$ cat config.mk
export PLATFORM = sky130hd
export DESIGN_NAME = time_ordered_event_queue_unit
export DESIGN_NICKNAME = d
export VERILOG_FILES = /design/src/rtl/toeq_pkg.sv /design/src/rtl/toeq_cell.sv /design/src/rtl/time_ordered_event_queue_unit.sv
export SDC_FILE = /design/constraint.sdc
export NUM_CORES = 2
export LEC_CHECK = 0
export ABC_AREA = 1
export BUFFER_PORTS_ARGS = -buffer_cell sky130_fd_sc_hd__buf_2
export CORE_MARGIN = 2
export CORE_UTILIZATION = 55
export DETAILED_ROUTE_END_ITERATION = 16
export PLACE_DENSITY = 0.71
export SYNTH_ARGS = -nofsm -noshare
export SYNTH_HDL_FRONTEND = slang
export SYNTH_SLANG_ARGS = --single-unit
$ cat constraint.sdc
create_clock -name clk -period 8.5 [get_ports clk]
set_clock_uncertainty 0.15 [all_clocks]
set_input_delay 0.85 -clock clk [delete_from_list [all_inputs] [get_ports clk]]
set_output_delay 0.85 -clock clk [all_outputs]
set_load 0.02 [all_outputs]
$ cat src/rtl/toeq_pkg.sv
// ----------------------------------------------------------------------------
// toeq_pkg
// Shared types and codes for the time-ordered event queue.
// ----------------------------------------------------------------------------
package toeq_pkg;

    localparam int TIME_W = 32;
    localparam int JOB_W  = 16;
    localparam int KIND_W = 3;
    localparam int OCC_W  = 5;
    localparam int STAT_W = 2;
    localparam int DATA_W = 56;

    localparam logic MODE_INSERT = 1'b0;
    localparam logic MODE_POP    = 1'b1;

    localparam logic [STAT_W-1:0] STAT_INSERTED = 2'd0;
    localparam logic [STAT_W-1:0] STAT_FULL     = 2'd1;
    localparam logic [STAT_W-1:0] STAT_POPPED   = 2'd2;
    localparam logic [STAT_W-1:0] STAT_EMPTY    = 2'd3;

    typedef struct packed {
        logic [KIND_W-1:0] kind;
        logic [JOB_W-1:0]  job;
        logic [TIME_W-1:0] evt_time;
    } entry_t;

    typedef struct packed {
        logic   insert_en;
        logic   pop_en;
        entry_t new_entry;
    } cell_ctrl_t;

endpackage

$ cat src/rtl/toeq_cell.sv
// ----------------------------------------------------------------------------
// toeq_cell
// One slot of the sorted queue. Holds an entry; on insert it keeps, takes
// the new entry or takes its lower neighbor; on pop it takes its upper one.
// ----------------------------------------------------------------------------
module toeq_cell (
    input  logic                clk,
    input  toeq_pkg::cell_ctrl_t ctrl,
    input  logic                occupied,
    input  logic                prev_gt,
    input  toeq_pkg::entry_t    prev_entry,
    input  toeq_pkg::entry_t    next_entry,
    output toeq_pkg::entry_t    entry,
    output logic                gt
);
    import toeq_pkg::*;

    entry_t entry_reg;
    entry_t entry_next;

    // free slots count as later than any key, so the flag is monotonic
    assign gt    = !occupied || (entry_reg.evt_time > ctrl.new_entry.evt_time);
    assign entry = entry_reg;

    always_comb
    begin
        entry_next = entry_reg;
        if (ctrl.insert_en)
        begin
            if (prev_gt)
                entry_next = prev_entry;
            else if (gt)
                entry_next = ctrl.new_entry;
        end
        else if (ctrl.pop_en)
        begin
            entry_next = next_entry;
        end
    end

    always_ff @(posedge clk)
    begin
        entry_reg <= entry_next;
    end

endmodule

$ cat src/rtl/time_ordered_event_queue_unit.sv
// ----------------------------------------------------------------------------
// time_ordered_event_queue_unit
// Bounded event queue kept in time order by a shifting row of cells.
// ----------------------------------------------------------------------------
// Input word: s_tuser selects insert (0) or pop (1); s_tdata carries the
// event time, job number and kind. Every input word gives one output word:
// m_tuser is the status (inserted, full, popped, empty), m_tdata the popped
// event (zero otherwise) and the occupancy after the operation.
// Equal times leave first in, first out. Inserts into a full queue and pops
// from an empty queue leave the store unchanged.
// The output word is registered and appears in the cycle after its input
// word is accepted. One word per cycle is sustained while the receiver
// keeps up: every cell compares its key against the new key at once and
// shifts in the same cycle, and the output register is refilled in the
// cycle it is drained. When the receiver stalls, the held output word
// blocks the next input word until taken. Reset empties the queue and clears m_tvalid.
// ----------------------------------------------------------------------------
module time_ordered_event_queue_unit #(
    parameter int QUEUE_DEPTH = 16
) (
    input  logic                        clk,
    input  logic                        rst_n,
    input  logic                        s_tvalid,
    output logic                        s_tready,
    input  logic [toeq_pkg::DATA_W-1:0] s_tdata,  // event_time, job_number, event_kind
    input  logic                        s_tuser,  // mode
    output logic                        m_tvalid,
    input  logic                        m_tready,
    output logic [toeq_pkg::DATA_W-1:0] m_tdata,  // out_time, out_job, out_kind, occupancy
    output logic [toeq_pkg::STAT_W-1:0] m_tuser   // status
);
    import toeq_pkg::*;

    localparam int CW = $clog2(QUEUE_DEPTH + 1);
    localparam int EW = CW + OCC_W;

    logic [CW-1:0]     count_reg;
    logic [CW-1:0]     count_next;
    logic              out_valid_reg;
    logic [STAT_W-1:0] out_status_reg;
    entry_t            out_entry_reg;
    logic [OCC_W-1:0]  out_occ_reg;

    logic              accept;
    logic              is_pop;
    logic              full;
    logic              empty;
    logic [STAT_W-1:0] status;
    logic [EW-1:0]     count_ext;
    cell_ctrl_t        ctrl;

    entry_t            cell_entry [QUEUE_DEPTH];
    logic              cell_gt    [QUEUE_DEPTH];

    assign s_tready = !out_valid_reg || m_tready;
    assign accept   = s_tvalid && s_tready;
    assign is_pop   = (s_tuser == MODE_POP);
    assign full     = (count_reg == CW'(QUEUE_DEPTH));
    assign empty    = (count_reg == '0);

    assign ctrl.insert_en          = accept && !is_pop && !full;
    assign ctrl.pop_en             = accept && is_pop && !empty;
    assign ctrl.new_entry.evt_time = s_tdata[TIME_W-1:0];
    assign ctrl.new_entry.job      = s_tdata[TIME_W+JOB_W-1:TIME_W];
    assign ctrl.new_entry.kind     = s_tdata[TIME_W+JOB_W+KIND_W-1:TIME_W+JOB_W];

    always_comb
    begin
        count_next = count_reg;
        if (ctrl.insert_en)
            count_next = count_reg + 1'b1;
        else if (ctrl.pop_en)
            count_next = count_reg - 1'b1;
    end

    always_comb
    begin
        if (is_pop)
            status = empty ? STAT_EMPTY : STAT_POPPED;
        else
            status = full ? STAT_FULL : STAT_INSERTED;
    end

    assign count_ext = EW'(count_next);

    genvar i;
    generate
        for (i = 0; i < QUEUE_DEPTH; i++)
        begin : g_cell
            logic   occ;
            logic   prev_gt;
            entry_t prev_entry;
            entry_t next_entry;

            assign occ = (CW'(i) < count_reg);

            if (i == 0)
            begin : g_head
                assign prev_gt    = 1'b0;
                assign prev_entry = '0;
            end
            else
            begin : g_body
                assign prev_gt    = cell_gt[i-1];
                assign prev_entry = cell_entry[i-1];
            end

            if (i == QUEUE_DEPTH - 1)
            begin : g_tail
                assign next_entry = '0;
            end
            else
            begin : g_inner
                assign next_entry = cell_entry[i+1];
            end

            toeq_cell u_cell (
                .clk        (clk),
                .ctrl       (ctrl),
                .occupied   (occ),
                .prev_gt    (prev_gt),
                .prev_entry (prev_entry),
                .next_entry (next_entry),
                .entry      (cell_entry[i]),
                .gt         (cell_gt[i])
            );
        end
    endgenerate

    always_ff @(posedge clk or negedge rst_n)
    begin
        if (!rst_n)
        begin
            count_reg     <= '0;
            out_valid_reg <= 1'b0;
        end
        else
        begin
            count_reg <= count_next;
            if (accept)
                out_valid_reg <= 1'b1;
            else if (m_tready)
                out_valid_reg <= 1'b0;
        end
    end

    always_ff @(posedge clk)
    begin
        if (accept)
        begin
            out_status_reg <= status;
            out_entry_reg  <= ctrl.pop_en ? cell_entry[0] : '0;
            out_occ_reg    <= count_ext[OCC_W-1:0];
        end
    end

    assign m_tvalid = out_valid_reg;
    assign m_tuser  = out_status_reg;
    assign m_tdata  = {out_occ_reg, out_entry_reg.kind, out_entry_reg.job,
                       out_entry_reg.evt_time};

endmodule

Word-level counts from Yosys, hierarchy flattened
Index checks and enable logic that the tools add are counted.
W data, S select, Z words.

storage, ports and cells
  register bits after elaboration = 880
  input port bits = 61
  output and inout bits = 60
  word-level logic and storage cells = 237

operators by class
  eq/ne operators = 17
  $add $sub $neg = 2
  mux-type cells = 70
  reduce and logical (&&, ||, !) cells = 61
  $lt $le $gt $ge = 32

operators by type and width
  cell                   count
  $mux W51               63
  $gt A32 B32 Y1         16
  $ne A3 B1 Y1 const B   15
  $lt A4 B5 Y1 const A   8
  $reduce_and A2 Y1      16
  $logic_not A1 Y1       20
  $lt A3 B5 Y1 const A   4
  $logic_or A1 B1 Y1     17
  $lt A1 B5 Y1 const A   2
  $lt A2 B5 Y1 const A   2
  $mux W5                2
  $add A5 B1 Y5 const B  1
  $eq A5 B5 Y1 const B   1
  $logic_and A1 B1 Y1    5
  $logic_not A5 Y1       1
  $sub A5 B1 Y5 const B  1
  $mux W1                4
  $reduce_bool A2 Y1     2
  $mux W2                1
  $ne A2 B1 Y1 const B   1

Depth between registers and ports, before layout
  depth after elaboration = 7
  mapped depth = 19
  depth with buffers taken out = 18

By module
Synthesis repeated with hierarchy kept, for this count alone.

second synthesis, totals
  cells, all modules = 7,062
  area total of the unflattened synthesis = 57,909.3 µm²

by module, submodules not included
  module                            area an instance (µm²)  sequential area each (µm²)  cells each  instances
  toeq_cell (g_cell[0].u_cell ...)  3,444.6                 1,531.5                     425         15
  toeq_cell (g_cell[15].u_cell)     3,434.5                 1,531.5                     425         1
  time_ordered_event_queue_unit     2,806.4                 1,891.8                     262         1

Worst setup path before layout
No wires, ideal clock.

  path kind = input to register
  start = input m_tready
  end = register g_cell[15].u_cell.entry_reg (netlist bit g_cell[15].u_cell.entry[0]), enable pin
  arrival = 5,238 ps
  stages = 11
  path buffers = 1
  required time = 7,889 ps
  slack = 2,651 ps
  library setup time = 461 ps
  path through = inv_1 nand2_1 nand2_1 inv_1 nand2_1 nor2_1 inv_2 nand2_1 inv_2 buf_2 nor2_1

between the ends
  word-level cells in the longest chain between the ends = 6
  elaborated cells between the ends (all ways) = 9
  those cells by class = 1 x eq/ne; 8 x reduce/logical

RTL lines
  what                                                                 line                                                                      RTL
  start: declaration                                                   time_ordered_event_queue_unit.sv:28                                       input logic m_tready,
  $logic_or A1 B1 Y1 *                                                 time_ordered_event_queue_unit.sv:55                                       assign s_tready = !out_valid_reg || m_tready;
  named net s_tready                                                   time_ordered_event_queue_unit.sv:24                                       output logic s_tready,
  $logic_and A1 B1 Y1 *                                                time_ordered_event_queue_unit.sv:56                                       assign accept = s_tvalid && s_tready;
  named net accept                                                     time_ordered_event_queue_unit.sv:44                                       logic accept;
  $logic_and A1 B1 Y1 (on tied branches) (2 in series)                 time_ordered_event_queue_unit.sv:61, time_ordered_event_queue_unit.sv:62
  $ne A3 B1 Y1 (no line) / $reduce_bool A2 Y1 (equally long branches)  --
  $reduce_and A2 Y1 (no line) *                                        --
  end signal: assignment                                               toeq_cell.sv:43                                                           entry_reg <= entry_next;
  end: declaration                                                     toeq_cell.sv:18                                                           entry_t entry_reg;

The timed path passes the listed nets; every way through them passes the cells marked *.
A chain may end at the register's enable or synchronous reset.

Worst setup path in the final report
  start = register count_reg[4]
  end = register g_cell[1].u_cell.entry_reg (netlist bit g_cell[1].u_cell.entry[32]), enable pin

between the ends
  word-level cells in the longest chain between the ends = 5
  elaborated cells between the ends (all ways) = 15
  those cells by class = 2 x order compare; 2 x eq/ne; 11 x reduce/logical

RTL lines
  what                                                                 line                                                                                       RTL
  start: declaration                                                   time_ordered_event_queue_unit.sv:37                                                        logic [CW-1:0] count_reg;
  start signal: assignment                                             time_ordered_event_queue_unit.sv:139                                                       count_reg <= count_next;
  $lt A1 B5 Y1 (tied with other cells)                                 time_ordered_event_queue_unit.sv:95                                                        assign occ = (CW'(i) < count_reg);
  $logic_not A1 Y1 (on tied branches)                                  toeq_cell.sv:22, time_ordered_event_queue_unit.sv:61, time_ordered_event_queue_unit.sv:62
  $logic_or A1 B1 Y1 (tied with other cells)                           toeq_cell.sv:22                                                                            assign gt = !occupied || (entry_reg.evt_time > ctrl.new_entry.evt_time);
  $ne A3 B1 Y1 (no line) / $reduce_bool A2 Y1 (equally long branches)  --
  $reduce_and A2 Y1 (no line) *                                        --
  end signal: assignment                                               toeq_cell.sv:43
  end: declaration                                                     toeq_cell.sv:18

Mark *: on every way between the ends. The rest lies on a longest branch, timed or not.

==> out/results.md <==
| Stage | Quantity | Reported |
| --- | --- | --- |
| outcome | Outcome | complete, no violations |
| clock tree | Sink count of the clock tree | 880 |
| setup path | Worst-path fanout max | 180 |
| grt | Number of antenna violations at the first check in global routing | 1 |
| logic synthesis | Synthesized instance count | 7856 |
| setup path | Reg-to-reg critical path startpoint | count_reg[4] |
| pwr | Switching power share of the total | 0.389 |
| finish | Fill cells | 9813 |
| clock tree | Clock Root Buffer | sky130_fd_sc_hd__clkbuf_16 |
| setup path | Arrival @ worst endpoint | 5.20 ns |
| pwr | Combinational share of power | 0.356 |
| setup path | Data required time at the worst endpoint | 8.70 ns |
| clock tree | Reg clk slew, reported paths | 0.06 ns |
| logic synthesis | Number of warning messages in the yosys log | 0 |
| floorplanning | Top Ports | 121 |
| grt | Total congestion overflow after global routing | 0 |
| routing | Drt initial violations | 4795 |
| setup path | Crit-path slowest cell | sky130_fd_sc_hd__dfrtp_1 |
| finish | Utilization of the core after routing | 0.592 |
| clock tree | TritonCTS clock tree | built |
| setup path | R2R setup slack | 3.50 ns |
| pwr | Register share of total power | 0.397 |
| sta | Setup-failing EPs final | 0 |
| worst hold path | Worst min-delay path class | input pin to register |
| placement | Last weighted congestion value of the routability-driven placer | 0.889 |
| floorplanning | Die Span Y | 336 um |
| pwr | VDD IR max | 0.000168 V |
| sta | Headroom to the max-slew limit | 0.146 |
| finish | Fraction of layout instances using a drive strength above 1 | 0.0512 |
| logic synthesis | Sequential fraction of the synthesis area | 0.435 |
| routing | Routed wire per std cell | 16.1 um |
| logic synthesis | Avg Synthesized Cell Area | 7.72 um^2 |
| finish | NumNets Final | 8282 |
| finish | Area growth from synthesis to layout | 6.55% |
| finish | Area taken by multi-input logic gates | 28700 um^2 |
| sta | Setup repair after global routing missed its margin | false |
| pwr | Cell-internal power | 9.76 mW |
| logic synthesis | Number of synthesized register bits | 880 |
| sta | Timing-limited maximum frequency | 0.200 GHz |
| sta | Max Transition Viols Final | 0 |
| floorplanning | Die Wd | 336 um |
| grt | Maximum number of pins on one net before global-route repair | 182 |
| worst hold path | Launch instance of the worst min-delay path | s_tuser |
| sta | Post-layout minimum cycle time | 5.00 ns |
| pwr | Clock share of power | 0.247 |
| logic synthesis | Cell Area, Synth | 60700 um^2 |
| clock tree | Clock buffer count from CTS | 97 |
| placement | Post-Place Cell Area | 61800 um^2 |
| clock tree | Clock Tree Buf Depth | 3 |
| logic synthesis | EDFF count, synth | 874 |
| pwr | Net switching component of the power | 6.22 mW |
| setup path | Worst reg2reg endpoint | g_cell[1].u_cell.entry[32] |
| routing | Via total after detailed routing | 49800 |
| sta | Total negative slack | 0 ns |
| sta | Actual transition at the worst max-transition pin | 1.28 ns |
| routing | Remaining number of nets flagged by the antenna check after routing | 0 |
| worst hold path | Cell depth of the worst min-delay path | 1 |
| clock tree | Source-to-sink clock delay at the later pin of the worst-skew pair | 0.69 ns |
| logic synthesis | Proportion of synthesized flip-flops having asynchronous set or reset | 0.00682 |
| grt | Vias in the first global route | 47500 |
| routing | Iteration count of the initial detailed-routing pass | 6 |
| floorplanning | Initial Utilization | 0.556 |
| clock tree | H-tree levels | 3 |
| floorplanning | Floorplan Core Area | 109000 um^2 |
| setup path | Critical path startpoint category | register |
| floorplanning | Num rows | 121 |
| routing | Number of remaining DRC errors | 0 |
| setup path | Delay of the slowest cell on the worst path | 0.80 ns |
| worst hold path | Hold endpoint | m_tuser[1] |
| pwr | PwrDens | 247 nW/um^2 |
| setup path | Startpoint-to-endpoint class of the critical path | register to register |
| setup path | Critical path cell sequence | inv_2, nor2_1, inv_2, nand2_8, inv_8, buf_12, nand3_1, nor2_1, nor2_4, buf_4 |
| logic synthesis | Distinct cell type count of the synthesized netlist | 38 |
| routing | Via density per instance | 5.38 |
| setup path | Kind of capture point of the worst setup path | register |
| grt | Wire length of the first global-routing pass | 244 mm |
| finish | FF/Latch Area | 26400 um^2 |
| sta | Post-route fraction of the period consumed by the critical path | 0.589 |
| placement | Post-DP HPWL | 106 mm |
| logic synthesis | Most instantiated flip-flop cell in the synthesis netlist | sky130_fd_sc_hd__edfxtp_1 |
| sta | Final worst slack | 3.50 ns |
| floorplanning | Die area | 113000 um^2 |
| sta | Hold Fails Final Rpt | 0 |
| setup path | Path depth of the worst reg2reg path | 10 |
| placement | Number of input and output port buffers inserted | 115 |
| grt | Aggregate global-route resource usage | 0.261 |
| routing | Detailed-route wire length | 149 mm |
| finish | Layout Cell Area excl Fill | 64600 um^2 |
| flow run | MaxCap Viol Count | 0 |
| sta | Final worst hold slack | 0.260 ns |
| placement | Pre-CTS setup slack | 2.93 ns |
| pwr | Leakage | 31.6 nW |
| finish | Number of flip-flops in the largest register | 816 |
| clock tree | Post-CTS sizing | 0 |
| logic synthesis | Synthesized Nets | 8432 |
-- repair_timing --
item,in CTS,in global routing
hold buffers,1,0
hold endpoints to repair,6,0
setup buffers,0,0
-- area by class of cell --
| type | count | share of cell area |
|---|---|---|
| diodes | 1 | 0.0000387 |
| multi-input cells | 5606 | 0.445 |
| flip-flops and latches | 880 | 0.408 |
| clock inverters | 42 | 0.00399 |
| inverters | 902 | 0.0525 |
| well taps | 1476 | 0.0286 |
| clock buffers | 129 | 0.0404 |
| repair buffers | 219 | 0.0216 |
-- layer usage --
| metal | track usage | wire length (um) | up-vias | part of all wire |
|---|---|---|---|---|
| met3 | 0.0272 | 9420 | 182 | 0.063 |
| met4 | 0.0702 | 3070 | 0 | 0.021 |
| met2 | 0.426 | 67500 | 1588 | 0.45 |
| li1 | - | - | 25600 | - |
| met5 | 0 | 0 | - | 0 |
| met1 | 0.372 | 69000 | 22400 | 0.46 |
-- layout by cell type (no fill, tap or decap), types with 36 or more instances in the layout --
cell type                   Yosys  layout
sky130_fd_sc_hd__clkbuf_16      0      98
sky130_fd_sc_hd__buf_4         52     100
sky130_fd_sc_hd__o21ai_0       38      38
sky130_fd_sc_hd__o21bai_1      54      54
sky130_fd_sc_hd__nand3_1     1580    1580
sky130_fd_sc_hd__nand2_1     2671    2667
sky130_fd_sc_hd__inv_1        891     890
sky130_fd_sc_hd__nor2_1       348     333
sky130_fd_sc_hd__ha_1         515     515
sky130_fd_sc_hd__nand4_1       36      36
sky130_fd_sc_hd__edfxtp_1     874     874
sky130_fd_sc_hd__buf_2        261     115
sky130_fd_sc_hd__a21oi_1      269     269
-- cells in the mapped netlist (all sizes together), types with 6 or more instances --
library cell	count	area [um^2]
a21o	18	135
a21oi	271	1360
buf	331	1830
clkbuf	137	514
dfrtp	6	150
edfxtp	874	26200
ha	515	6440
inv	902	3390
nand2	2689	10100
nand3	1580	7910
nand4	36	225
nor2	350	1320
nor3	9	50.1
o21a	22	165
o21ai	43	226
o21bai	54	405
-- cell families (layout without fill, tap and decap cells) --
group                      count (synthesis)  after routing  synth area share
and+or+nand+nor                         4673           4673             0.325
buffers and inverters                   1370           1292            0.0945
DFF                                      880            880             0.435
adders and majority gates                515            515             0.106
AOI/OAI and AO/OA                        414            414            0.0386
xor gates and xnor gates                   4              4          0.000577
other                                      0              1                 0
-- per-stage QoR --
step,power [mW],cells
after CTS,16.0,9254
after global placement,11.8,9082
after floorplan,10.8,7856
after detailed placement,12.1,9082
final,16.0,9255
after global routing,17.1,9254
-- how the worst max path moves through the flow --
stage                            start                         end  slack, ns
after global routing       s_tdata[29]  g_cell[4].u_cell.entry[46]       3.25
after detailed placement   s_tdata[29]  g_cell[4].u_cell.entry[38]       2.93
final                     count_reg[4]  g_cell[1].u_cell.entry[32]       3.50
after global placement     s_tdata[29]  g_cell[4].u_cell.entry[38]       2.99
after CTS                  s_tdata[29]  g_cell[4].u_cell.entry[46]       3.65
after floorplan               m_tready  g_cell[15].u_cell.entry[0]       2.65
-- worst max-delay path: cells and delay by family, from the launching register on --
| family | cells | cell delay, ns |
|---|---|---|
| buffers and inverters | 5 | 1.59 |
| DFF | 1 | 0.80 |
| and+or+nand+nor | 5 | 1.70 |
-- power groups by stage --
stage                     Combinational [mW]  Sequential [mW]  Clock [mW]
after floorplan                         4.45             6.31           0
after global placement                  5.47             6.38           0
after detailed placement                5.64             6.41           0
after CTS                               5.67             6.33        4.02
after global routing                    6.51             6.42        4.16
final                                   5.69             6.34        3.95
No activity file was read; power rests on OpenSTA's default activity.
